## config.mk

```make
export PLATFORM = sky130hd
export DESIGN_NAME = spmh_cell
export DESIGN_NICKNAME = d
export VERILOG_FILES = /design/src/hw/rtl/spmh_pkg.sv /design/src/hw/rtl/spmh_cell.sv
export SDC_FILE = /design/constraint.sdc
export NUM_CORES = 1
export LEC_CHECK = 0
export BUFFER_PORTS_ARGS = -buffer_cell sky130_fd_sc_hd__buf_2
export CAP_MARGIN = 20
export CORE_MARGIN = 8
export CORE_UTILIZATION = 45
export DETAILED_ROUTE_END_ITERATION = 6
export GPL_ROUTABILITY_DRIVEN = 1
export PLACE_DENSITY = 0.69
export RECOVER_POWER = 25
export REMOVE_ABC_BUFFERS = 1
export SKIP_LAST_GASP = 1
export SLEW_MARGIN = 10
export SYNTH_ARGS = -nofsm -noshare
export SYNTH_HDL_FRONTEND = slang
export SYNTH_SLANG_ARGS = --single-unit
```

## constraint.sdc

```tcl
create_clock -name clock -period 6.65 [get_ports clock]
set_input_delay 0 -clock clock [delete_from_list [all_inputs] [get_ports clock]]
set_output_delay 0 -clock clock [all_outputs]
set_load 0.01 [all_outputs]
```

## src/hw/rtl/spmh_pkg.sv

```systemverilog
`timescale 1ns / 1ps
// ----------------------------------------------------------------------------
// spmh_pkg
// Shared constants and types for the shelf partition block.
// ----------------------------------------------------------------------------
package spmh_pkg;

   localparam int MAX_BOOKS     = 1024;
   localparam int DIM_BITS      = 10;
   localparam int COUNT_BITS    = $clog2(MAX_BOOKS + 1);
   localparam int TOTAL_BITS    = DIM_BITS + $clog2(MAX_BOOKS) + 1;
   localparam int USED_BITS     = DIM_BITS + 1;
   localparam int OUT_BITS      = 20;
   localparam int IN_DATA_BITS  = ((2 * DIM_BITS + 7) / 8) * 8;
   localparam int OUT_DATA_BITS = ((OUT_BITS + 7) / 8) * 8;
   localparam logic [DIM_BITS-1:0] SHELF_RESET = DIM_BITS'(1023);

   // one stored book; prev_best is the best total of the books before it
   typedef struct packed {
      logic [DIM_BITS-1:0]   width;
      logic [DIM_BITS-1:0]   height;
      logic [TOTAL_BITS-1:0] prev_best;
   } book_type;

   // walk state travelling down the chain
   typedef struct packed {
      logic                  valid;
      logic                  fresh;
      logic                  done;
      logic [USED_BITS-1:0]  used;
      logic [DIM_BITS-1:0]   tallest;
      logic [TOTAL_BITS-1:0] best;
   } token_type;

endpackage

```

## src/hw/rtl/spmh_cell.sv

```systemverilog
`timescale 1ns / 1ps
// ----------------------------------------------------------------------------
// spmh_cell
// One chain cell: holds one book and advances the walk token by one book.
// ----------------------------------------------------------------------------
module spmh_cell (
   input  logic                          clock,
   input  logic                          reset,
   input  logic                          shift,
   input  logic                          cell_on,
   input  logic [spmh_pkg::DIM_BITS-1:0] shelf_span,
   input  spmh_pkg::book_type            prev_book,
   input  spmh_pkg::token_type           prev_tok,
   output spmh_pkg::book_type            book_out,
   output spmh_pkg::token_type           tok_out
);

   spmh_pkg::book_type  book_ff, book_in;
   spmh_pkg::token_type tok_ff, tok_in;

   always_comb begin
      book_in = shift ? prev_book : book_ff;
   end

   always_comb begin
      logic [spmh_pkg::USED_BITS-1:0]  used_sum;
      logic [spmh_pkg::USED_BITS-1:0]  own_width;
      logic [spmh_pkg::DIM_BITS-1:0]   tall;
      logic [spmh_pkg::TOTAL_BITS-1:0] cand;
      own_width = {1'b0, book_ff.width};
      used_sum  = prev_tok.used + own_width;
      tall      = (book_ff.height > prev_tok.tallest) ? book_ff.height : prev_tok.tallest;
      cand      = book_ff.prev_best + spmh_pkg::TOTAL_BITS'(tall);
      tok_in    = prev_tok;
      if (prev_tok.valid && !prev_tok.done) begin
         if (prev_tok.fresh) begin
            // newest book: a shelf of its own is the starting candidate
            tok_in.fresh   = 1'b0;
            tok_in.used    = own_width;
            tok_in.tallest = book_ff.height;
            tok_in.best    = book_ff.prev_best + spmh_pkg::TOTAL_BITS'(book_ff.height);
            tok_in.done    = (own_width > {1'b0, shelf_span});
         end else if (!cell_on || (used_sum > {1'b0, shelf_span})) begin
            tok_in.done = 1'b1;
         end else begin
            tok_in.used    = used_sum;
            tok_in.tallest = tall;
            if (cand < prev_tok.best) begin
               tok_in.best = cand;
            end
         end
      end
   end

   always_ff @(posedge clock) begin
      book_ff <= book_in;
      if (reset) begin
         tok_ff <= '0;
      end else begin
         tok_ff <= tok_in;
      end
   end

   assign book_out = book_ff;
   assign tok_out  = tok_ff;

endmodule

```

After elaboration in Yosys (flattened, before gate mapping):

Index checks and enable logic that the tools add are counted.

* output and inout bits: 86
* logic and storage cells: 27
* input port bits: 100
* register bits after elaboration: 86

* muxes and demuxes: 6
* reductions and logical operators: 5
* add/subtract/negate cells: 3
* order comparisons: 4

Operators by type and width (number)
* $mux 43: 2
* $add 21x10->21: 2
* $mux 42: 1
* $lt 21x21->1: 1
* $mux 21: 1
* $gt 10x10->1: 2
* $add 11x10->11: 1
* $gt 11x10->1: 1
* $mux 10: 1
* $logic_not 1->1: 2
* $reduce_or 2->1: 1
* $logic_and 1x1->1: 1
* $logic_or 1x1->1: 1
* $mux 1: 1

Logic depth before layout (Yosys ltp):

Gate-level depths: netlist (run 1).

* depth in word-level cells: 8
* mapped depth: 27
* gate-level depth less buffers: 25

Least setup slack after synthesis (run 1):

Ideal clock, no wire load.

* path kind: reg-to-reg
* from: register book_ff (netlist bit book_out[28])
* to: register tok_ff (netlist bit tok_out[13])
* slack: 0.985 ns
* path buffers: 2
* clock period less this slack: 5.665 ns
* arrival time: 5.525 ns
* stages on the path, launching flop included: 26
* setup time: 0.139 ns
* required time: 6.511 ns
* path through: edfxtp_1 -> ha_1 -> a211o_1 -> nor3_1 -> nand3_1 -> a31oi_1 -> clkbuf_1 -> o21ai_0 -> ha_1 -> fa_1 -> nand3_1 -> a21oi_1 -> o41ai_1 -> o21ai_0 -> nand3_1 -> xnor2_1 -> ha_1 -> a21oi_1 -> o21a_1 -> o211a_1 -> o311ai_0 -> a21o_1 -> or2_1 -> buf_6 -> a221oi_2 -> a221oi_1

* word-level cells in the longest chain between the ends: 8
* elaborated cells between the ends (all ways): 9
* those cells by class: 2 x add/sub; 2 x order compare; 5 x mux

Ends and longest elaborated chain
* start: declaration: RTL line spmh_cell.sv:18 `spmh_pkg::book_type book_ff, book_in;`
* start signal: assignment: RTL line spmh_cell.sv:56 `book_ff <= book_in;`
* $gt 10x10->1: RTL line spmh_cell.sv:32 `tall = (book_ff.height > prev_tok.tallest) ? book_ff.height : prev_tok.tallest;`
* $mux 10: RTL line spmh_cell.sv:32
* $add 21x10->21: RTL line spmh_cell.sv:33 `cand = book_ff.prev_best + spmh_pkg::TOTAL_BITS'(tall);`
* $lt 21x21->1: RTL line spmh_cell.sv:48 `if (cand < prev_tok.best) begin`
* $mux 21: RTL line spmh_cell.sv:48
* $mux 42: RTL line spmh_cell.sv:43 `end else if (!cell_on || (used_sum > {1'b0, shelf_span})) begin`
* $mux 43 *: RTL line spmh_cell.sv:36 `if (prev_tok.fresh) begin`
* $mux 43 *: RTL line spmh_cell.sv:35 `if (prev_tok.valid && !prev_tok.done) begin`
* end signal: assignment: RTL line spmh_cell.sv:60 `tok_ff <= tok_in;`
* end: declaration: RTL line spmh_cell.sv:19 `spmh_pkg::token_type tok_ff, tok_in;`

Mark *: on every way between the ends. The rest lies on a longest branch, timed or not.
A chain may end at the register's enable or synchronous reset.

Worst setup path after layout (run 1):

Same ends and word-level chain as after synthesis.

==> results of run 1 <==
## critical path: stages, from the launching register on
cell,delay [ns]
sky130_fd_sc_hd__edfxtp_1,0.45
sky130_fd_sc_hd__ha_1,0.34
sky130_fd_sc_hd__a211o_1,0.33
sky130_fd_sc_hd__nor3_1,0.16
sky130_fd_sc_hd__nor2_1,0.06
sky130_fd_sc_hd__a31oi_1,0.15
sky130_fd_sc_hd__buf_4,0.23
sky130_fd_sc_hd__mux2_2,0.37
sky130_fd_sc_hd__ha_1,0.34
sky130_fd_sc_hd__a211oi_1,0.22
sky130_fd_sc_hd__a21oi_1,0.12
sky130_fd_sc_hd__o41ai_1,0.55
sky130_fd_sc_hd__o21ai_1,0.34
sky130_fd_sc_hd__nand3_1,0.19
sky130_fd_sc_hd__xnor2_1,0.16
sky130_fd_sc_hd__ha_1,0.29
sky130_fd_sc_hd__a21oi_1,0.16
sky130_fd_sc_hd__o21a_1,0.17
sky130_fd_sc_hd__o211a_1,0.14
sky130_fd_sc_hd__o311ai_0,0.13
sky130_fd_sc_hd__a21o_1,0.27
sky130_fd_sc_hd__or2_1,0.44
sky130_fd_sc_hd__a221oi_2,0.32
sky130_fd_sc_hd__a221oi_1,0.10
## Yosys cell counts, types with 2 or more instances
master	number	area share, %
sky130_fd_sc_hd__nor2b_1	7	0.69
sky130_fd_sc_hd__ha_1	81	16
sky130_fd_sc_hd__mux2_2	8	1.4
sky130_fd_sc_hd__nand2_1	40	2.4
sky130_fd_sc_hd__a21o_1	10	1.2
sky130_fd_sc_hd__o32ai_1	3	0.41
sky130_fd_sc_hd__nand4_1	14	1.4
sky130_fd_sc_hd__a311oi_1	2	0.28
sky130_fd_sc_hd__and4_1	2	0.28
sky130_fd_sc_hd__o211ai_1	4	0.47
sky130_fd_sc_hd__a31oi_1	7	0.69
sky130_fd_sc_hd__a221oi_1	7	0.96
sky130_fd_sc_hd__nor2_1	71	4.2
sky130_fd_sc_hd__mux2i_1	18	2.8
sky130_fd_sc_hd__o31ai_1	4	0.47
sky130_fd_sc_hd__inv_1	50	2.9
sky130_fd_sc_hd__edfxtp_1	41	19
sky130_fd_sc_hd__xnor2_1	29	4.0
sky130_fd_sc_hd__o21bai_1	7	0.82
sky130_fd_sc_hd__a221oi_2	2	0.47
sky130_fd_sc_hd__fa_1	3	0.94
sky130_fd_sc_hd__and2_1	3	0.29
sky130_fd_sc_hd__o21ai_1	2	0.16
sky130_fd_sc_hd__nand3_1	11	0.86
sky130_fd_sc_hd__or3_1	5	0.49
sky130_fd_sc_hd__o311ai_0	2	0.28
sky130_fd_sc_hd__a211o_1	3	0.41
sky130_fd_sc_hd__nand3b_1	2	0.24
sky130_fd_sc_hd__o221a_1	5	0.88
sky130_fd_sc_hd__xor2_1	15	2.1
sky130_fd_sc_hd__o21ai_0	36	2.8
sky130_fd_sc_hd__o21a_1	11	1.3
sky130_fd_sc_hd__clkbuf_1	23	1.4
sky130_fd_sc_hd__a211oi_1	25	2.9
sky130_fd_sc_hd__nand2b_1	4	0.39
sky130_fd_sc_hd__buf_6	2	0.35
sky130_fd_sc_hd__nor3_1	14	1.1
sky130_fd_sc_hd__o211a_1	2	0.31
sky130_fd_sc_hd__a21oi_1	42	3.3
sky130_fd_sc_hd__and3_1	4	0.39
sky130_fd_sc_hd__dfxtp_1	45	14
sky130_fd_sc_hd__o22ai_1	4	0.39
## metrics by stage
step           power (mW)  setup WS (ns)  hold slack, ns  instances  instance area (um2)
3_5_place_dp         1.26          0.473           0.178       1035                 7440
3_3_place_gp         1.26          0.602           0.176       1035                 7440
2_1_floorplan        1.05          0.711          0.0691        663                 6230
5_1_grt              1.95         0.0432          0.0279       1122                 8440
4_1_cts              1.84          0.430         0.00426       1120                 8450
6_report             1.83          0.495          0.0150       1123                 8440
## power by group through the flow
stage	Sequential [mW]	Combinational (mW)	Clock, mW
4_1_cts	0.637	0.651	0.553
2_1_floorplan	0.660	0.394	0
6_report	0.638	0.654	0.543
3_5_place_dp	0.648	0.615	0
5_1_grt	0.643	0.734	0.575
3_3_place_gp	0.648	0.611	0
## worst max path at each step
stage,start,to,cells after the start
5_1_grt,book_out[28],tok_out[1],23
6_report,book_out[28],tok_out[13],23
2_1_floorplan,book_out[28],tok_out[13],22
4_1_cts,book_out[28],tok_out[13],23
3_3_place_gp,book_out[28],tok_out[13],23
3_5_place_dp,book_out[28],tok_out[17],23
## cell type report
cell class | count | area share [%]
clock buffers | 12 | 3.17
multi-input cells | 527 | 46.4
well taps | 180 | 2.67
inverters | 50 | 2.22
diodes | 3 | 0.0889
clock inverters | 4 | 0.622
flip-flops and latches | 86 | 25.3
repair buffers | 261 | 19.6
## sequential cells by signal (all words and copies together) (netlist names)
register  flops
book_out     41
tok_out      45
## cells by family (layout without fill, tap and decap cells)
group | count (synthesis) | after routing | share of synthesized area [%]
simple gates | 183 | 183 | 13.6
compound gates | 189 | 189 | 20.5
buf+inv | 78 | 327 | 5.09
fa+ha+maj | 84 | 84 | 16.9
mux | 27 | 27 | 4.42
other cells | 0 | 3 | 0
xor+xnor | 44 | 44 | 6.05
flops | 86 | 86 | 33.5
## timing repair
action	CTS	global route
gates resized for setup	0	1
hold endpoints to repair	69	0
endpoints found under the setup margin	0	7
hold buffers	69	0
## layer usage
layer | routed length [um] | global-route usage [%]
met4 | 399 | 7.77
met2 | 9450 | 36.6
met3 | 1420 | 6.17
met5 | 8 | 0
met1 | 8760 | 26.5
==> impl_metrics.yaml, run 1 <==
clocking:
  cts_max_level: 3
  clk_pin_slew_worst_paths_ns: 0.06
  clock_tree.buffer_depth: 2
  cts.sinks: 86
  tritoncts.num_buffers: 9
  worstSkewPairLatency_ns: 0.35
  library_cell_used_as_clock_root_buffer: "sky130_fd_sc_hd__clkbuf_16"
  post-cts-setup-buffers: 0
  tritoncts: "done"
cells_and_area:
  final_util_pct: 60.8
  area_delta_synth_final_pct: 32.5
  register_area_um2: 2130
  multi_input_logic_area_um2: 3920
  layout.nets: 1119
  drive_gt1_share_pct: 22.4
  fill_cells: 1250
  most_frequent_standard_cell_in_the_layout_excluding_fill_and_tap_cells: "sky130_fd_sc_hd__buf_2"
  layout.cells.most_common_list: "sky130_fd_sc_hd__buf_2, sky130_fd_sc_hd__ha_1, sky130_fd_sc_hd__nor2_1"
floorplanning:
  ios: 186
  initial_core_util_pct: 45.9
  floorplan.core_area_um2: 13900
  die_height_um: 135
  die_wd_um: 135
  floorplan.die_area_um2: 18200
  placementRows: 43
global_routing:
  grt_overflow_total: 0
  via_count_of_the_first_global_routing_pass: 6279
  grt_antenna_before_repair: 3
  grt_max_degree: 42
  globalRouteTotalUtil_pct: 22.0
  grt_pass1_wl_mm: 32.0
routing:
  drt_pre_antenna_iters: 5
  count_of_vias_placed_by_the_detailed_router: 6064
  remaining_drc_errors: 0
  detail_route.vias_per_cell: 5.40
  first_iter_violations: 444
  detail_route.wl_per_cell_um: 17.8
  drtAntennaViolNets: 0
  postRouteWirelength_mm: 20.0
power:
  int_power_mw: 1.22
  power_density_nw_per_um2: 217
  portion_of_total_power_attributed_to_the_clock_network_pct: 29.6
  switching_share_pct: 33.7
  seqPwrFrac_pct: 34.8
  power.net_switching_mw: 0.618
  vdd_ir_drop_max_uv: 205
  total_leakage_power_nw: 3.83
  p_comb_share_pct: 35.6
critical_path:
  r2r_start: "book_out[28]"
  terminus_of_the_critical_flop_to_flop_path: "tok_out[13]"
  critical_path_class: "flip-flop to flip-flop"
  critPathLaunchType: "flip-flop"
  cp_max_fo: 13
  length_in_cells_of_the_worst_reg_to_reg_path: 23
  worstSetupEndpointType: "flip-flop"
  worst-endpoint-required_ns: 6.85
  flop_to_flop_setup_slack_ns: 0.50
  cp_data_arrival_time_ns: 6.36
hold_path:
  timing.hold.worst.class: "input pin to flip-flop"
  timing.hold.worst_path_depth: 3
  timing.hold.worst.start: "prev_tok[35]"
  hold-path-endpoint: "tok_out[35]"
synthesis:
  synth-edff-count: 41
  async_flop_share_pct: 0
  syn-mean-instance-area_um2: 9.22
  postSynth.topFlopCell: "sky130_fd_sc_hd__dfxtp_1"
  synth_warnings: 0
  synth.distinct_cells: 63
  yosys_register_bits: 86
  synthesis.area_um2: 6370
  synth_seq_area_share_pct: 33.5
  syn-instance-count: 691
timing:
  worst_clock_skew_ns: 0.00844
  finalSetupViolations: 0
  worst_slew_margin_rel_pct: 32.8
  finalCriticalPeriod_ns: 6.15
  timing_max_transition_violations_final: 0
  finalHoldViolCount: 0
  fmax_mhz: 162
  ratio_of_final_minimum_period_to_clock_period_pct: 92.6
  final.setup.tns_ns: 0
  worstMarginPinSlew_ns: 1.01
  rsz_0062_raised_after_global_routing: "no"
place:
  dpl.hpwl_mm: 14.6
  portBuffers: 185
  routabilityCongestion: 0.907
outcome:
  outcome: "complete, no violations"
job:
  maxCapViolCount: 0
No activity file was read; power rests on OpenSTA's default activity.
==> run 2, diff against run 1 <==
Settings changed: CELL_PAD_IN_SITES_DETAIL_PLACEMENT from default to 0, CELL_PAD_IN_SITES_GLOBAL_PLACEMENT from default to 1, CORE_UTILIZATION 45 to 39, PLACE_DENSITY 0.69 to 0.79, TNS_END_PERCENT from default to 30.
==> run 2 against run 1 <==
  * Clock-buffer cell count shrank 2
  * Global-route usage shrank 1.7 points
  * Largest cell class unchanged
  * Clock skew shrank 0.0013 ns
  * Register-to-register slack gained 0.11 ns
  * Critical path depth shrank 2
  * Clock power shrank 9.6%
==> impl_metrics.yaml, run 2 (synthesis results as in run 1) <==
outcome:
  outcome: "complete, no violations"
timing:
  rsz_0062_raised_after_global_routing: "no"
  final.setup.tns_ns: 0
  slack_of_the_critical_path_ns: 0.609
  timing_max_transition_violations_final: 0
  worst_slew_margin_rel_pct: 28.7
  fmax_mhz: 166
  ratio_of_final_minimum_period_to_clock_period_pct: 90.8
  finalCriticalPeriod_ns: 6.04
  finalHoldViolCount: 0
  finalSetupViolations: 0
  worstMarginPinSlew_ns: 1.07
  worst_clock_skew_ns: 0.00716
place:
  post-place-ws_ns: 0.390
  portBuffers: 185
  routabilityCongestion: 0.857
  dpl.hpwl_mm: 15.4
critical_path:
  cpPeakStageDelay_ns: 0.49
  worstSetupEndpointType: "flip-flop"
  cp_data_arrival_time_ns: 6.29
  critical_path_class: "flip-flop to flip-flop"
  timing.critical_path.slowest_stage_cell: "sky130_fd_sc_hd__a21oi_1"
  cp_cell_sequence: "ha_1 > a211o_1 > nor3_1 > nand3_1 > a31oi_1 > buf_4 > mux2_2 > ha_1 > or2_2 > a21oi_1 > o31ai_1 > a21oi_1 > nor2b_1 > xor2_1 > ha_1 > nand4_1 > o311ai_0 > a21o_1 > or2_1 > a21oi_1 > o221a_1"
  cp_max_fo: 13
  worst-endpoint-required_ns: 6.90
  critPathLaunchType: "flip-flop"
power:
  int_power_mw: 1.15
  portion_of_total_power_attributed_to_the_clock_network_pct: 27.5
  vdd_ir_drop_max_uv: 138
  total_leakage_power_nw: 3.81
  power.net_switching_mw: 0.632
  p_comb_share_pct: 36.8
  power_density_nw_per_um2: 212
  seqPwrFrac_pct: 35.7
  switching_share_pct: 35.4
global_routing:
  globalRouteTotalUtil_pct: 20.3
  grt_max_degree: 42
  grt_overflow_total: 0
  grt_pass1_wl_mm: 32.7
  grt_antenna_before_repair: 3
  via_count_of_the_first_global_routing_pass: 6181
floorplanning:
  initial_core_util_pct: 40.0
  die_height_um: 144
  placementRows: 46
  floorplan.die_area_um2: 20700
  ios: 186
  die_wd_um: 144
  floorplan.core_area_um2: 15900
job:
  maxCapViolCount: 0
routing:
  remaining_drc_errors: 0
  detail_route.vias_per_cell: 5.22
  count_of_vias_placed_by_the_detailed_router: 6024
  detail_route.wl_per_cell_um: 18.1
  postRouteWirelength_mm: 20.9
  first_iter_violations: 348
  drtAntennaViolNets: 0
  drt_pre_antenna_iters: 6
clocking:
  cts_max_level: 3
  worstSkewPairLatency_ns: 0.35
  clock_tree.buffer_depth: 2
  tritoncts.num_buffers: 9
  tritoncts: "done"
  clk_pin_slew_worst_paths_ns: 0.07
  cts.sinks: 86
  library_cell_used_as_clock_root_buffer: "sky130_fd_sc_hd__clkbuf_16"
cells_and_area:
  drive_gt1_share_pct: 22.6
  most_frequent_standard_cell_in_the_layout_excluding_fill_and_tap_cells: "sky130_fd_sc_hd__buf_2"
  layout.nets: 1117
  fill_cells: 1504
  largest_register_ffs: 45
  area_delta_synth_final_pct: 32.3
  layout.cells.most_common_list: "sky130_fd_sc_hd__buf_2, sky130_fd_sc_hd__ha_1, sky130_fd_sc_hd__nor2_1"
hold_path:
  timing.hold.worst.class: "input pin to flip-flop"
==> run 2: stage by stage <==
| stage | hold WS, ns | instances | area, um2 | utilization (%) | power [mW] |
|---|---|---|---|---|---|
| 3_3_place_gp | 0.176 | 1070 | 7480 | 46.9 | 1.27 |
| 2_1_floorplan | 0.0691 | 663 | 6230 | - | 1.05 |
| 4_1_cts | 0.00118 | 1154 | 8430 | 52.9 | 1.80 |
| 5_1_grt | 0.0205 | 1155 | 8430 | 52.9 | 1.90 |
| 3_5_place_dp | 0.178 | 1070 | 7480 | 46.9 | 1.27 |
| 6_report | 0.00775 | 1155 | 8430 | 52.9 | 1.79 |
==> run 2: critical path: cells and delay by family, from the launching register on <==
kind | cells | cell delay (ns)
buf+inv | 1 | 0.22
fa+ha+maj | 3 | 1.01
xor+xnor | 1 | 0.18
simple gates | 6 | 1.26
compound gates | 9 | 2.46
mux | 1 | 0.36
flops | 1 | 0.45
==> run 2: path summary, 6_finish.rpt <==
kind | startpoint | to | slack [ns] | depth (start not counted)
setup / recovery | book_out[28] | tok_out[10] | 0.61 | 21
hold / removal | prev_tok[35] | tok_out[35] | 0.008 | 3
hold reg to reg | book_out[30] | tok_out[30] | 0.62 | 2
setup reg to reg | book_out[28] | tok_out[10] | 0.61 | 21
==> run 2: area by class of cell <==
type / count / area [um2] / area share, %
Tap cell: 216 / 270 / 3.21
Multi-Input combinational cell: 527 / 3920 / 46.5
Inverter: 50 / 188 / 2.23
Timing Repair Buffer: 259 / 1640 / 19.4
Sequential cell: 86 / 2130 / 25.3
Clock inverter: 6 / 37.5 / 0.445
Clock buffer: 10 / 239 / 2.84
Antenna cell: 1 / 2.50 / 0.0297
==> run 2: layer usage <==
metal,global-route usage [%],up-vias,share of wire (%)
met5,0,-,0.14
met4,6.86,4,1.6
met3,5.57,27,7.0
met2,33.3,162,46
met1,25.1,2802,45
li1,-,3029,-
==> run 2: repair_timing <==
item	4_1_cts	5_1_grt
buffers inserted	0	0
setup endpoints to repair	0	12
hold endpoints to repair	68	0
hold buffers	68	0
resized for setup	0	2
==> run 2: power groups by stage <==
stage / combinational, mW / sequential, mW / clock [mW]
after detailed placement: 0.620 / 0.650 / 0
after CTS: 0.656 / 0.638 / 0.506
after global placement: 0.622 / 0.648 / 0
after global routing: 0.732 / 0.644 / 0.528
final: 0.657 / 0.639 / 0.491
after floorplan: 0.394 / 0.660 / 0
==> run 3, diff against run 2 <==
Settings changed: RECOVER_POWER 25 to default, SLEW_MARGIN 10 to default.
==> run 3 against run 2 <==
  * Combinational power about the same
  * Sequential cell count stayed put
  * Critical path type unchanged
  * Total power about the same
  * Sequential power about the same
  * Global-route usage unchanged
  * Setup slack improved by 0.0023 ns
==> impl_metrics.yaml, run 3 (synthesis results as in run 1) <==
outcome:
  outcome: "complete, no violations"
critical_path:
  worst-endpoint-required_ns: 6.90
  critical_path.n_buffers_inverters: 1
  critPathLaunchType: "flip-flop"
  cp_max_fo: 13
  critPathLaunch: "book_out[28]"
  r2r_start: "book_out[28]"
  cp_cell_sequence: "ha_1 > a211o_1 > nor3_1 > nand3_1 > a31oi_1 > buf_4 > mux2_2 > ha_1 > or2_2 > a21oi_1 > o31ai_1 > a21oi_1 > nor2b_1 > xor2_1 > ha_1 > nand4_1 > o311ai_0 > a21o_1 > or2_1 > a21oi_1 > o221a_1"
  cp_data_arrival_time_ns: 6.28
  family_with_the_most_delay_on_the_worst_path: "compound AO/OA/AOI/OAI gates"
  cpPeakStageDelay_ns: 0.49
  timing.critical_path.slowest_stage_cell: "sky130_fd_sc_hd__a21oi_1"
  worstSetupEndpointType: "flip-flop"
  critical_path_class: "flip-flop to flip-flop"
timing:
  finalSetupViolations: 0
  slack_of_the_critical_path_ns: 0.611
  finalHoldViolCount: 0
  hold_ws_ns: 0.00788
  rsz_0062_raised_after_global_routing: "no"
  worstMarginPinSlew_ns: 1.06
  final.setup.tns_ns: 0
  fmax_mhz: 166
  ratio_of_final_minimum_period_to_clock_period_pct: 90.8
  worst_clock_skew_ns: 0.00715
  worst_slew_margin_rel_pct: 29.4
  timing_max_transition_violations_final: 0
  finalCriticalPeriod_ns: 6.04
global_routing:
  grt_pass1_wl_mm: 32.7
  grt_max_degree: 42
  grt_overflow_total: 0
  via_count_of_the_first_global_routing_pass: 6181
  groute.layer.met2.usage_pct: 33.3
  globalRouteTotalUtil_pct: 20.3
  global_route.usage.met1_pct: 25.1
  use_met3_pct: 5.57
  grt_antenna_before_repair: 3
  grt_peak_use_layer: "met2"
floorplanning:
  die_wd_um: 144
  placementRows: 46
  ios: 186
  die_height_um: 144
  floorplan.die_area_um2: 20700
  initial_core_util_pct: 40.0
  floorplan.core_area_um2: 15900
routing:
  detail_route.vias_per_cell: 5.20
  drt_pre_antenna_iters: 5
  remaining_drc_errors: 0
  postRouteWirelength_mm: 20.8
  first_iter_violations: 336
  drtAntennaViolNets: 0
  count_of_vias_placed_by_the_detailed_router: 6003
  detail_route.wl_per_cell_um: 18.0
clocking:
  library_cell_used_as_clock_root_buffer: "sky130_fd_sc_hd__clkbuf_16"
  clk_pin_slew_worst_paths_ns: 0.07
  worstSkewPairLatency_ns: 0.35
  clock_tree.buffer_depth: 2
  cts_max_level: 3
  cts.sinks: 86
  tritoncts.num_buffers: 9
  post-cts-setup-buffers: 0
  tritoncts: "done"
place:
  post-place-ws_ns: 0.390
  dpl.cell_count: 1070
  dpl.hpwl_mm: 15.4
  portBuffers: 185
  routabilityCongestion: 0.857
  placed_area_um2: 7480
cells_and_area:
  drive_gt1_share_pct: 23.9
  fill_cells: 1499
  final_cells: 1155
  final_util_pct: 53.0
  largest_register_ffs: 45
  area_delta_synth_final_pct: 32.6
  multi_input_logic_area_um2: 3920
  final_design_area_excluding_fillers_um2: 8440
  most_frequent_standard_cell_in_the_layout_excluding_fill_and_tap_cells: "sky130_fd_sc_hd__buf_2"
  layout.cells.most_common_list: "sky130_fd_sc_hd__buf_2, sky130_fd_sc_hd__ha_1, sky130_fd_sc_hd__nor2_1"
  layout.nets: 1117
  register_area_um2: 2130
power:
  design_power_total_mw: 1.79
  total_leakage_power_nw: 3.85
  vdd_ir_drop_max_uv: 138
  power_density_nw_per_um2: 212
job:
  maxCapViolCount: 0
hold_path:
  timing.hold.worst.start: "prev_tok[35]"
  timing.hold.worst.class: "input pin to flip-flop"
## run 3: cell count changes in the layout (fill, tap and decap cells not counted), sizes merged
cell,change
buf,+12
clkbuf,-12
## run 3: final timing paths
kind / to / slack [ns] / cells past startpoint
min reg2reg: tok_out[30] / 0.62 / 2
max: tok_out[10] / 0.61 / 21
max reg2reg: tok_out[10] / 0.61 / 21
min: tok_out[35] / 0.008 / 3
## run 3: report_power, final
| part | internal, mW | leakage [nW] | switching [mW] |
|---|---|---|---|
| clock network | 0.262 | 0.132 | 0.229 |
| registers | 0.600 | 0.776 | 0.0380 |
| logic | 0.293 | 2.94 | 0.365 |
| total | 1.16 | 3.85 | 0.632 |
## run 3: what timing repair did
item / in CTS / in global routing
resized for setup: 0 / 2
hold buffers: 68 / 0
setup endpoints to repair: 0 / 12
endpoints found under the hold margin: 68 / 0
## run 3: worst reg2reg max path: cells and delay by family, from the launching register on
| kind | cells | cell delay [ns] |
|---|---|---|
| AO/OA/AOI/OAI | 9 | 2.46 |
| XOR/XNOR | 1 | 0.18 |
| multiplexers | 1 | 0.36 |
| AND/OR/NAND/NOR | 6 | 1.28 |
| flip-flops | 1 | 0.45 |
| buffers and inverters | 1 | 0.22 |
| adder cells (fa/ha/maj) | 3 | 1.01 |
## run 3: cell type report
type / instances / area share, %
timing repair buffer: 259 / 19.6
sequential: 86 / 25.2
clock inverter: 6 / 0.445
inverter: 50 / 2.22
multi-input combinational: 527 / 46.5
clock buffer: 10 / 2.83
tap: 216 / 3.20
antenna: 1 / 0.0296
## run 3: layer usage
metal	vias up	share of wire (%)
met5	-	0.14
met4	4	1.6
met3	27	6.9
met2	165	46
met1	2778	45
li1	3029	-
